[config.mk]
export PLATFORM = sky130hd
export DESIGN_NAME = steer_and_drive_ramp_sim
export DESIGN_NICKNAME = d
export VERILOG_FILES = /design/src/hw/rtl/sdr_pkg.sv /design/src/hw/rtl/sdr_ctrl.sv /design/src/hw/rtl/sdr_datapath.sv /design/src/hw/rtl/steer_and_drive_ramp_sim.sv
export VERILOG_INCLUDE_DIRS = /design/src /design/src/hw/rtl
export SDC_FILE = /design/constraint.sdc
export NUM_CORES = 2
export LEC_CHECK = 0
export BUFFER_PORTS_ARGS = -buffer_cell sky130_fd_sc_hd__buf_2
export CORE_UTILIZATION = 39
export CTS_CLUSTER_SIZE = 25
export DETAILED_ROUTE_END_ITERATION = 10
export PLACE_DENSITY_LB_ADDON = 0.12
export SLEW_MARGIN = 0
export SYNTH_ARGS = -nofsm -noshare
export SYNTH_HDL_FRONTEND = slang
export SYNTH_SLANG_ARGS = --single-unit
[constraint.sdc]
create_clock -name clk -period 29.6 [get_ports clk]
set_input_delay 8.88 -clock clk [delete_from_list [all_inputs] [get_ports clk]]
set_output_delay 8.88 -clock clk [all_outputs]
set_load 0.02 [all_outputs]
[src/hw/rtl/steer_and_drive_ramp_sim_assert.svh]
// Assertion macros for the steering and wheel ramp block.
// Each macro expects clk and arst_n in the scope of use.
`ifndef STEER_AND_DRIVE_RAMP_SIM_ASSERT_SVH
`define STEER_AND_DRIVE_RAMP_SIM_ASSERT_SVH
`ifndef SYNTHESIS
// same-cycle implication
`define SDR_ASSERT_SAME(label, ante, cons) \
	label: assert property (@(posedge clk) disable iff (!arst_n) (ante) |-> (cons)) \
		else $error("sdr assertion failed");
// next-cycle implication
`define SDR_ASSERT_NEXT(label, ante, cons) \
	label: assert property (@(posedge clk) disable iff (!arst_n) (ante) |=> (cons)) \
		else $error("sdr assertion failed");
`else
`define SDR_ASSERT_SAME(label, ante, cons)
`define SDR_ASSERT_NEXT(label, ante, cons)
`endif
`endif

[src/hw/rtl/sdr_pkg.sv]
`timescale 1ns / 1ps
`default_nettype none
package sdr_pkg;

	// default wheel count
	localparam int REAR_WHEELS_DEF = 2;

	// configuration port
	localparam int CFG_IDX_W  = 3;
	localparam int CFG_DATA_W = 23;

	localparam logic [CFG_IDX_W-1:0] CFG_SPEED_LIMIT = 3'd0;
	localparam logic [CFG_IDX_W-1:0] CFG_ACCEL_LIMIT = 3'd1;
	localparam logic [CFG_IDX_W-1:0] CFG_STEER_MIN   = 3'd2;
	localparam logic [CFG_IDX_W-1:0] CFG_STEER_MAX   = 3'd3;
	localparam logic [CFG_IDX_W-1:0] CFG_STEER_RATE  = 3'd4;

	// register reset values
	localparam logic [22:0]        SPEED_LIMIT_RST = 23'd2470700;
	localparam logic [19:0]        ACCEL_LIMIT_RST = 20'd48255;
	localparam logic signed [19:0] STEER_MIN_RST   = -20'sd39322;
	localparam logic signed [19:0] STEER_MAX_RST   = 20'sd39322;
	localparam logic [15:0]        STEER_RATE_RST  = 16'd15360;

	typedef enum logic [1:0] {
		CMD_WRITE    = 2'd0,
		CMD_TICK     = 2'd1,
		CMD_ACTIVATE = 2'd2,
		CMD_STOP     = 2'd3
	} cmd_t;

	typedef struct packed {
		cmd_t               command;
		logic signed [19:0] steer_cmd_left;
		logic signed [19:0] steer_cmd_right;
		logic signed [23:0] wheel_cmd_left;
		logic signed [23:0] wheel_cmd_right;
		logic [15:0]        tick_period;
	} in_item_t;

	typedef struct packed {
		logic signed [19:0] steer_angle;
		logic signed [31:0] wheel_pos_left;
		logic signed [31:0] wheel_pos_right;
		logic signed [23:0] wheel_vel_left;
		logic signed [23:0] wheel_vel_right;
		logic               is_active;
	} out_item_t;

	typedef enum logic [2:0] {
		ST_IDLE,
		ST_DECODE,
		ST_RATE,
		ST_VEL,
		ST_POS,
		ST_ACC,
		ST_STEER,
		ST_OUT
	} state_t;

	// controller to datapath
	typedef struct packed {
		logic latch_item;
		logic apply_cmd;
		logic calc_rate;
		logic wheel_vel;
		logic wheel_mult;
		logic wheel_acc;
		logic steer_step;
		logic load_out;
	} ctrl_cmd_t;

	// datapath to controller
	typedef struct packed {
		cmd_t command;
		logic active;
		logic last_wheel;
		logic out_free;
	} dp_status_t;

endpackage
`default_nettype wire

[src/hw/rtl/sdr_ctrl.sv]
`timescale 1ns / 1ps
`default_nettype none
module sdr_ctrl (
	input  wire logic               clk,
	input  wire logic               arst_n,
	input  wire logic               in_valid,
	output logic                    in_stall,
	input  wire sdr_pkg::dp_status_t status,
	output sdr_pkg::ctrl_cmd_t      ctrl
);

	sdr_pkg::state_t state_q, state_d;

	// state register
	always_ff @(posedge clk or negedge arst_n) begin
		if (!arst_n) begin
			state_q <= sdr_pkg::ST_IDLE;
		end else begin
			state_q <= state_d;
		end
	end

	// next state
	always_comb begin
		state_d = state_q;
		case (state_q)
			sdr_pkg::ST_IDLE: begin
				if (in_valid) state_d = sdr_pkg::ST_DECODE;
			end
			sdr_pkg::ST_DECODE: begin
				if (status.command == sdr_pkg::CMD_TICK && status.active)
					state_d = sdr_pkg::ST_RATE;
				else
					state_d = sdr_pkg::ST_OUT;
			end
			sdr_pkg::ST_RATE:  state_d = sdr_pkg::ST_VEL;
			sdr_pkg::ST_VEL:   state_d = sdr_pkg::ST_POS;
			sdr_pkg::ST_POS:   state_d = sdr_pkg::ST_ACC;
			sdr_pkg::ST_ACC: begin
				state_d = status.last_wheel ? sdr_pkg::ST_STEER : sdr_pkg::ST_VEL;
			end
			sdr_pkg::ST_STEER: state_d = sdr_pkg::ST_OUT;
			sdr_pkg::ST_OUT: begin
				if (status.out_free) state_d = sdr_pkg::ST_IDLE;
			end
			default: state_d = sdr_pkg::ST_IDLE;
		endcase
	end

	// command outputs
	always_comb begin
		ctrl     = '0;
		in_stall = 1'b1;
		case (state_q)
			sdr_pkg::ST_IDLE: begin
				in_stall        = 1'b0;
				ctrl.latch_item = in_valid;
			end
			sdr_pkg::ST_DECODE: ctrl.apply_cmd  = 1'b1;
			sdr_pkg::ST_RATE:   ctrl.calc_rate  = 1'b1;
			sdr_pkg::ST_VEL:    ctrl.wheel_vel  = 1'b1;
			sdr_pkg::ST_POS:    ctrl.wheel_mult = 1'b1;
			sdr_pkg::ST_ACC:    ctrl.wheel_acc  = 1'b1;
			sdr_pkg::ST_STEER:  ctrl.steer_step = 1'b1;
			sdr_pkg::ST_OUT:    ctrl.load_out   = status.out_free;
			default: ;
		endcase
	end

endmodule
`default_nettype wire

[src/hw/rtl/sdr_datapath.sv]
`timescale 1ns / 1ps
`default_nettype none
module sdr_datapath #(
	parameter int REAR_WHEELS = sdr_pkg::REAR_WHEELS_DEF
) (
	input  wire logic                           clk,
	input  wire logic                           arst_n,
	input  wire sdr_pkg::in_item_t              in_data,
	input  wire logic                           cfg_we,
	input  wire logic [sdr_pkg::CFG_IDX_W-1:0]  cfg_index,
	input  wire logic [sdr_pkg::CFG_DATA_W-1:0] cfg_data,
	input  wire sdr_pkg::ctrl_cmd_t             ctrl,
	output sdr_pkg::dp_status_t                 status,
	output logic                                out_valid,
	input  wire logic                           out_stall,
	output sdr_pkg::out_item_t                  out_data
);

	localparam int IDX_W = (REAR_WHEELS > 1) ? $clog2(REAR_WHEELS) : 1;
	localparam int RI    = (REAR_WHEELS > 1) ? 1 : 0;

	// configuration registers
	logic [22:0]        speed_limit_q;
	logic [19:0]        accel_limit_q;
	logic signed [19:0] steer_min_q;
	logic signed [19:0] steer_max_q;
	logic [15:0]        steer_rate_q;

	// latched item and tick intermediates
	sdr_pkg::in_item_t  item_q;
	logic [27:0]        dv_q;
	logic [23:0]        ds_q;
	logic signed [24:0] sum_q;
	logic signed [41:0] prod_q;
	logic [IDX_W-1:0]   idx_q;

	// model state
	logic               active_q;
	logic signed [19:0] steer_tgt_q;
	logic signed [19:0] steer_pos_q;
	logic signed [23:0] wheel_tgt_q [REAR_WHEELS];
	logic signed [23:0] wheel_vel_q [REAR_WHEELS];
	logic [31:0]        wheel_pos_q [REAR_WHEELS];

	logic               out_valid_q;
	sdr_pkg::out_item_t out_q;

	// clamp a speed to +/- limit
	function automatic logic signed [23:0] clamp_speed(input logic signed [23:0] v,
		input logic [22:0] lim);
		logic signed [24:0] lp;
		logic signed [24:0] ln;
		logic signed [24:0] c;
		lp = {2'b00, lim};
		ln = -lp;
		c  = {v[23], v};
		if (c < ln) c = ln;
		if (c > lp) c = lp;
		return c[23:0];
	endfunction

	// steering target from the mean of both commands, clamped to the steering range
	logic signed [20:0] steer_sum;
	logic signed [19:0] steer_mean;
	logic signed [19:0] steer_clamped;
	always_comb begin
		steer_sum  = {item_q.steer_cmd_left[19], item_q.steer_cmd_left}
			+ {item_q.steer_cmd_right[19], item_q.steer_cmd_right};
		steer_mean = steer_sum[20:1];
		steer_clamped = steer_mean;
		if (steer_clamped < steer_min_q) steer_clamped = steer_min_q;
		if (steer_clamped > steer_max_q) steer_clamped = steer_max_q;
	end

	// per-tick limits
	logic [35:0] dv_prod;
	logic [31:0] ds_prod;
	assign dv_prod = 36'(accel_limit_q) * 36'(item_q.tick_period);
	assign ds_prod = 32'(steer_rate_q) * 32'(item_q.tick_period);

	// velocity step of the selected wheel
	logic signed [23:0] old_vel;
	logic signed [23:0] tgt_lim;
	logic signed [28:0] vdiff;
	logic signed [28:0] dv_p;
	logic signed [28:0] vstep;
	logic signed [24:0] nv_wide;
	logic signed [23:0] new_vel;
	logic signed [24:0] vel_sum;
	always_comb begin
		old_vel = wheel_vel_q[idx_q];
		tgt_lim = clamp_speed(wheel_tgt_q[idx_q], speed_limit_q);
		vdiff   = {{5{tgt_lim[23]}}, tgt_lim} - {{5{old_vel[23]}}, old_vel};
		dv_p    = {1'b0, dv_q};
		vstep   = vdiff;
		if (vstep > dv_p) vstep = dv_p;
		if (vstep < -dv_p) vstep = -dv_p;
		nv_wide = {old_vel[23], old_vel} + vstep[24:0];
		new_vel = nv_wide[23:0];
		vel_sum = {old_vel[23], old_vel} + {new_vel[23], new_vel};
	end

	// trapezoid area times period
	logic signed [16:0] period_s;
	logic signed [41:0] area_prod;
	logic [31:0]        pos_inc;
	assign period_s  = {1'b0, item_q.tick_period};
	assign area_prod = 42'(sum_q) * 42'(period_s);
	assign pos_inc   = {{7{prod_q[41]}}, prod_q[41:17]};

	// steering slew
	logic signed [20:0] sdiff;
	logic signed [24:0] sdiff_w;
	logic signed [24:0] ds_p;
	logic signed [24:0] sstep;
	always_comb begin
		sdiff   = {steer_tgt_q[19], steer_tgt_q} - {steer_pos_q[19], steer_pos_q};
		sdiff_w = {{4{sdiff[20]}}, sdiff};
		ds_p    = {1'b0, ds_q};
		sstep   = sdiff_w;
		if (sstep > ds_p) sstep = ds_p;
		if (sstep < -ds_p) sstep = -ds_p;
	end

	// configuration writes
	always_ff @(posedge clk or negedge arst_n) begin
		if (!arst_n) begin
			speed_limit_q <= sdr_pkg::SPEED_LIMIT_RST;
			accel_limit_q <= sdr_pkg::ACCEL_LIMIT_RST;
			steer_min_q   <= sdr_pkg::STEER_MIN_RST;
			steer_max_q   <= sdr_pkg::STEER_MAX_RST;
			steer_rate_q  <= sdr_pkg::STEER_RATE_RST;
		end else if (cfg_we) begin
			case (cfg_index)
				sdr_pkg::CFG_SPEED_LIMIT: speed_limit_q <= cfg_data;
				sdr_pkg::CFG_ACCEL_LIMIT: accel_limit_q <= cfg_data[19:0];
				sdr_pkg::CFG_STEER_MIN:   steer_min_q   <= cfg_data[19:0];
				sdr_pkg::CFG_STEER_MAX:   steer_max_q   <= cfg_data[19:0];
				sdr_pkg::CFG_STEER_RATE:  steer_rate_q  <= cfg_data[15:0];
				default: ;
			endcase
		end
	end

	// item latch and tick intermediates
	always_ff @(posedge clk) begin
		if (ctrl.latch_item) item_q <= in_data;
		if (ctrl.calc_rate) begin
			dv_q <= dv_prod[35:8];
			ds_q <= ds_prod[31:8];
		end
		if (ctrl.wheel_vel)  sum_q  <= vel_sum;
		if (ctrl.wheel_mult) prod_q <= area_prod;
	end

	// wheel index
	always_ff @(posedge clk or negedge arst_n) begin
		if (!arst_n) begin
			idx_q <= '0;
		end else if (ctrl.calc_rate) begin
			idx_q <= '0;
		end else if (ctrl.wheel_acc && !status.last_wheel) begin
			idx_q <= idx_q + IDX_W'(1);
		end
	end

	// active flag and steering state
	always_ff @(posedge clk or negedge arst_n) begin
		if (!arst_n) begin
			active_q    <= 1'b0;
			steer_tgt_q <= '0;
			steer_pos_q <= '0;
		end else begin
			if (ctrl.apply_cmd) begin
				case (item_q.command)
					sdr_pkg::CMD_WRITE: begin
						if (active_q) steer_tgt_q <= steer_clamped;
					end
					sdr_pkg::CMD_ACTIVATE: begin
						steer_tgt_q <= steer_pos_q;
						active_q    <= 1'b1;
					end
					sdr_pkg::CMD_STOP: begin
						steer_tgt_q <= steer_pos_q;
						active_q    <= 1'b0;
					end
					default: ;
				endcase
			end
			if (ctrl.steer_step) steer_pos_q <= steer_pos_q + sstep[19:0];
		end
	end

	// wheel state
	always_ff @(posedge clk or negedge arst_n) begin
		if (!arst_n) begin
			for (int i = 0; i < REAR_WHEELS; i++) begin
				wheel_tgt_q[i] <= '0;
				wheel_vel_q[i] <= '0;
				wheel_pos_q[i] <= '0;
			end
		end else begin
			for (int i = 0; i < REAR_WHEELS; i++) begin
				if (ctrl.apply_cmd) begin
					case (item_q.command)
						sdr_pkg::CMD_WRITE: begin
							if (active_q) begin
								wheel_tgt_q[i] <= clamp_speed((i % 2 == 1) ?
									item_q.wheel_cmd_right : item_q.wheel_cmd_left,
									speed_limit_q);
							end
						end
						sdr_pkg::CMD_ACTIVATE, sdr_pkg::CMD_STOP: begin
							wheel_tgt_q[i] <= '0;
							wheel_vel_q[i] <= '0;
						end
						default: ;
					endcase
				end
				if (ctrl.wheel_vel && idx_q == IDX_W'(i)) wheel_vel_q[i] <= new_vel;
				if (ctrl.wheel_acc && idx_q == IDX_W'(i))
					wheel_pos_q[i] <= wheel_pos_q[i] + pos_inc;
			end
		end
	end

	// output register
	always_ff @(posedge clk or negedge arst_n) begin
		if (!arst_n) begin
			out_valid_q <= 1'b0;
		end else if (ctrl.load_out) begin
			out_valid_q <= 1'b1;
		end else if (!out_stall) begin
			out_valid_q <= 1'b0;
		end
	end

	always_ff @(posedge clk) begin
		if (ctrl.load_out) begin
			out_q.steer_angle     <= steer_pos_q;
			out_q.wheel_pos_left  <= wheel_pos_q[0];
			out_q.wheel_pos_right <= wheel_pos_q[RI];
			out_q.wheel_vel_left  <= wheel_vel_q[0];
			out_q.wheel_vel_right <= wheel_vel_q[RI];
			out_q.is_active       <= active_q;
		end
	end

	assign out_valid = out_valid_q;
	assign out_data  = out_q;

	// status to controller
	assign status.command    = item_q.command;
	assign status.active     = active_q;
	assign status.last_wheel = (idx_q == IDX_W'(REAR_WHEELS - 1));
	assign status.out_free   = !out_valid_q || !out_stall;

endmodule
`default_nettype wire

[src/hw/rtl/steer_and_drive_ramp_sim.sv]
// A write, activate or stop item, or an inactive tick, is decoded and loaded into the output
// register; an active tick first runs the rate step, the steps of each wheel and the steering
// step. One item at a time: the next is taken only once the result is loaded, which waits
// for any output stall. Each wheel takes three steps: velocity through one shared clamp,
// area through one shared multiplier, and a position add into its own register.
// Reset (arst_n, async low): idle, inactive, all motion state zero, limits at defaults.
`timescale 1ns / 1ps
`default_nettype none
`include "steer_and_drive_ramp_sim_assert.svh"
module steer_and_drive_ramp_sim #(
	parameter int REAR_WHEELS = sdr_pkg::REAR_WHEELS_DEF
) (
	input  wire logic                           clk,
	input  wire logic                           arst_n,
	input  wire logic                           in_valid,
	output logic                                in_stall,
	input  wire sdr_pkg::in_item_t              in_data,
	output logic                                out_valid,
	input  wire logic                           out_stall,
	output sdr_pkg::out_item_t                  out_data,
	input  wire logic                           cfg_we,
	input  wire logic [sdr_pkg::CFG_IDX_W-1:0]  cfg_index,
	input  wire logic [sdr_pkg::CFG_DATA_W-1:0] cfg_data
);

	sdr_pkg::ctrl_cmd_t  ctrl;
	sdr_pkg::dp_status_t status;

	sdr_ctrl u_ctrl (
		.clk      (clk),
		.arst_n   (arst_n),
		.in_valid (in_valid),
		.in_stall (in_stall),
		.status   (status),
		.ctrl     (ctrl)
	);

	sdr_datapath #(
		.REAR_WHEELS (REAR_WHEELS)
	) u_dp (
		.clk       (clk),
		.arst_n    (arst_n),
		.in_data   (in_data),
		.cfg_we    (cfg_we),
		.cfg_index (cfg_index),
		.cfg_data  (cfg_data),
		.ctrl      (ctrl),
		.status    (status),
		.out_valid (out_valid),
		.out_stall (out_stall),
		.out_data  (out_data)
	);

	// a transaction keeps the block busy on the next cycle
	`SDR_ASSERT_NEXT(a_busy_after_accept, in_valid && !in_stall, in_stall)
	// a result is never loaded over one that is still waiting
	`SDR_ASSERT_SAME(a_load_when_free, ctrl.load_out, !out_valid || !out_stall)
	// nothing is loaded while the block waits for input
	`SDR_ASSERT_SAME(a_no_load_idle, !in_stall, !ctrl.load_out)
	// after a load the output shows a result
	`SDR_ASSERT_NEXT(a_valid_after_load, ctrl.load_out, out_valid)

endmodule
`default_nettype wire
==> key figures <==
Status
  • Status: completed

Yosys
  • Number of enable flip-flop cells after synthesis: 341
  • Complex-gate fraction of the synthesized area: 10.8%
  • Largest family of logic cells by synthesized area: adder cells
  • Synthesized instance count: 7559
  • Cell variety after synth: 97
  • Post-Synth XOR/XNOR Area: 3.59%
  • Synth warnings: 0
  • Netlist Area Pre-Place: 73000 um^2
  • Synth async-reset ratio: 47.2%
  • Post-synthesis mux area share: 3.26%
  • Ranking of synthesized cells by area: fa_1, edfxtp_1, ha_1
  • Flop and latch count out of synthesis: 646
  • Area leader, netlist: fa_1
  • Top_reg_cell synth: edfxtp_1
  • Avg Synthesized Cell Area: 9.65 um^2
  • Register area share after synthesis: 24.6%
  • Post-Syn Nets: 9311
  • Simple-Gate Fraction of Synth Area: 13.7%
  • Adder-cell share of the synthesized area: 36.3%
  • Synth top area share: 23.0%

Drt
  • DRC viols: 0
  • Wire per inst: 21.3 um
  • Final WL: 218000 um
  • ANT nets after route: 0
  • DRT iter0 DRCs: 3072
  • Vias post-DR: 53900
  • Post-DR vias/cell: 5.25
  • DR pass1 iterations: 6

Clocking
  • H-tree Lvls: 3
  • Post-CTS setup buffer count: 0
  • Root buf cell: clkbuf_16
  • Reg clk slew, reported paths: 60 ps
  • CTS tree: yes
  • CTS sink cnt: 646
  • Post_cts resized: 0
  • Clk_lat worst skew: 770 ps
  • Longest Clk Path Bufs: 3
  • Cts hold-fix bufs: 0
  • Cts bufs inserted: 84

Finish
  • Area Growth Syn to Fin: 9.80%
  • Layout cells sized above 1: 9.64%
  • Total Nets Final: 9479

Global routing
  • Tot GR Track Use: 23.7%
  • First-pass GRT wire length: 340000 um
  • Vias in the first global route: 56600
  • Largest net degree at the start of global routing: 84
  • Initial antenna violation count: 8
  • GRT overflow: 0

Worst setup path
  • Critical Path End Type: flip-flop
  • Slowest-stage cell, CP: a2111oi_0
  • Slowest stage delay, CP: 810 ps
  • CP Data Arrival Time: 22490 ps
  • Worst Path Class, Setup: flip-flop to flip-flop
  • Most used cell, CP: a21oi_1
  • CP Max Fanout: 73
  • Critical Path RT: 30100 ps
  • Crit path launch type: flip-flop

Die
  • Die X: 435 um
  • Die Span Y: 435 um
  • Starting Density: 39.3%
  • Die area: 189000 um^2
  • IO Count: 272
  • Site Rows: 158
  • CORE AREA: 186000 um^2

Timing
  • RSZ-0062 raised after global routing: false
  • Final Hold Vio Count: 0
  • Clock Skews: 91.8 ps
  • Setup TNS: 0 ps
  • Slew headroom: 15.3%
  • Top achievable clock speed: 45.5 MHz
  • Number of setup violations in the final report: 0
  • Period minus WS final: 21990 ps
  • Final Cycle Share: 74.3%
  • Slew Limit Fails: 0
  • Worst-margin pin slew: 1270 ps
  • WHS: 458 ps

Placed design
  • Port-buffer cells: 271
  • HPWL Detailed: 171000 um
  • Routability-driven placement congestion ratio: 0.897

Hold path
  • Worst Hold Class: flip-flop to flip-flop

Job
  • Number of max-cap violations: 0
-- cells in the final DEF, fill, tap and decap left out, types with 126 or more instances in the layout --
cell type / instances
buf_2: 270
inv_1: 1209
fa_1: 839
o21ai_0: 326
ha_1: 776
nor2_1: 269
a21o_1: 141
and2_1: 383
dfrtp_1: 257
a21oi_1: 262
xnor2_1: 222
nand2_1: 930
edfxtp_1: 341
mux2_2: 126
-- registers in the layout, indices dropped and copies added, names as in the netlist, 24 cells and up --
register and count:
u_dp.wheel_tgt_q 48, u_dp.sum_q 25, u_dp.wheel_pos_q 64, u_dp.item_q 104, u_dp.dv_q 28, u_dp.out_data 133, u_dp.ds_q 24, u_dp.wheel_vel_q 48
u_dp.prod_q 25
-- metrics by stage --
step	cell area, um^2	worst slack [ps]	util (%)	cells
after floorplan	73000	11330	-	7559
after global placement	77200	8170	41.6	10100
after global routing	80100	5570	43.2	10300
after CTS	80100	7750	43.2	10300
after detailed placement	77200	7920	41.6	10100
final	80100	7610	43.2	10300
-- cell usage after synthesis (31+ instances only) --
master,instances
xor2_1,74
fa_1,839
nor2b_1,54
nand2_1,930
nand4_1,53
a21o_1,142
a221o_1,40
a211oi_1,43
and3_1,44
clkbuf_1,248
nor2_1,273
o21bai_1,31
a22o_1,41
nand2b_1,43
nor3_1,104
dfrtp_1,258
inv_1,1209
nand3_1,78
o21ai_0,327
o21a_1,79
a21oi_1,264
dfstp_2,47
ha_1,776
mux2_2,126
edfxtp_1,341
and2_1,383
mux2i_1,93
xnor2_1,222
-- final cells by class --
type / count / area, um^2
fill: 18100 / 106000
inverter: 1209 / 4540
clock buffer: 101 / 2250
sequential: 646 / 17900
antenna: 1 / 2.50
tap: 2480 / 3100
clock inverter: 57 / 709
timing repair buffer: 363 / 2060
multi-input combinational: 5423 / 49500
-- kinds of logic (layout without fill, tap and decap cells) --
| group | after synthesis | after routing |
|---|---|---|
| muxes | 221 | 221 |
| other | 0 | 1 |
| AOI/OAI and AO/OA | 1198 | 1198 |
| DFF | 646 | 646 |
| adders and majority gates | 1616 | 1616 |
| buffers and inverters | 1490 | 1730 |
| and+or+nand+nor | 2091 | 2091 |
| xor gates and xnor gates | 297 | 297 |
-- worst paths after layout --
kind | from | slack (ps) | depth (start not counted) | to
min in group asynchronous | arst_n | 8060 | 1 | u_dp.steer_pos_q[12]$_DFFE_PN0N_
hold / removal | u_dp.wheel_pos_q[31]$_DFFE_PN0P_ | 460 | 1 | u_dp.wheel_pos_q[31]$_DFFE_PN0P_
setup reg to reg | u_dp.speed_limit_q[0]$_DFFE_PN0P_ | 7610 | 86 | u_dp.sum_q[24]$_DFFE_PN_
max in group asynchronous | arst_n | 17780 | 5 | u_dp.wheel_vel_q[44]$_DFFE_PN0P_
setup / recovery | u_dp.speed_limit_q[0]$_DFFE_PN0P_ | 7610 | 86 | u_dp.sum_q[24]$_DFFE_PN_
hold reg to reg | u_dp.wheel_pos_q[31]$_DFFE_PN0P_ | 460 | 1 | u_dp.wheel_pos_q[31]$_DFFE_PN0P_
-- critical path, delay by kind of cell, from the launching register on --
family                   cells  cell delay (ps)
flip-flops                   1              560
XOR/XNOR                     3              770
buffers and inverters        4             1330
AND/OR/NAND/NOR             18             3680
adder cells (fa/ha/maj)      9             2670
multiplexers                 2              820
AO/OA/AOI/OAI               50            11750
-- layer usage --
layer	GRT usage (%)	wire, um	part of all wire [%]	vias to the layer above
li1	-	-	-	25300
met1	32.6	102000	47	27300
met2	39.5	103000	47	1091
met3	2.44	8620	3.9	222
met4	6.40	5360	2.5	0
met5	0	0	0	-
Power is not shown: default switching activity piles up to over one toggle a cycle in this logic, so the estimate is an artifact.
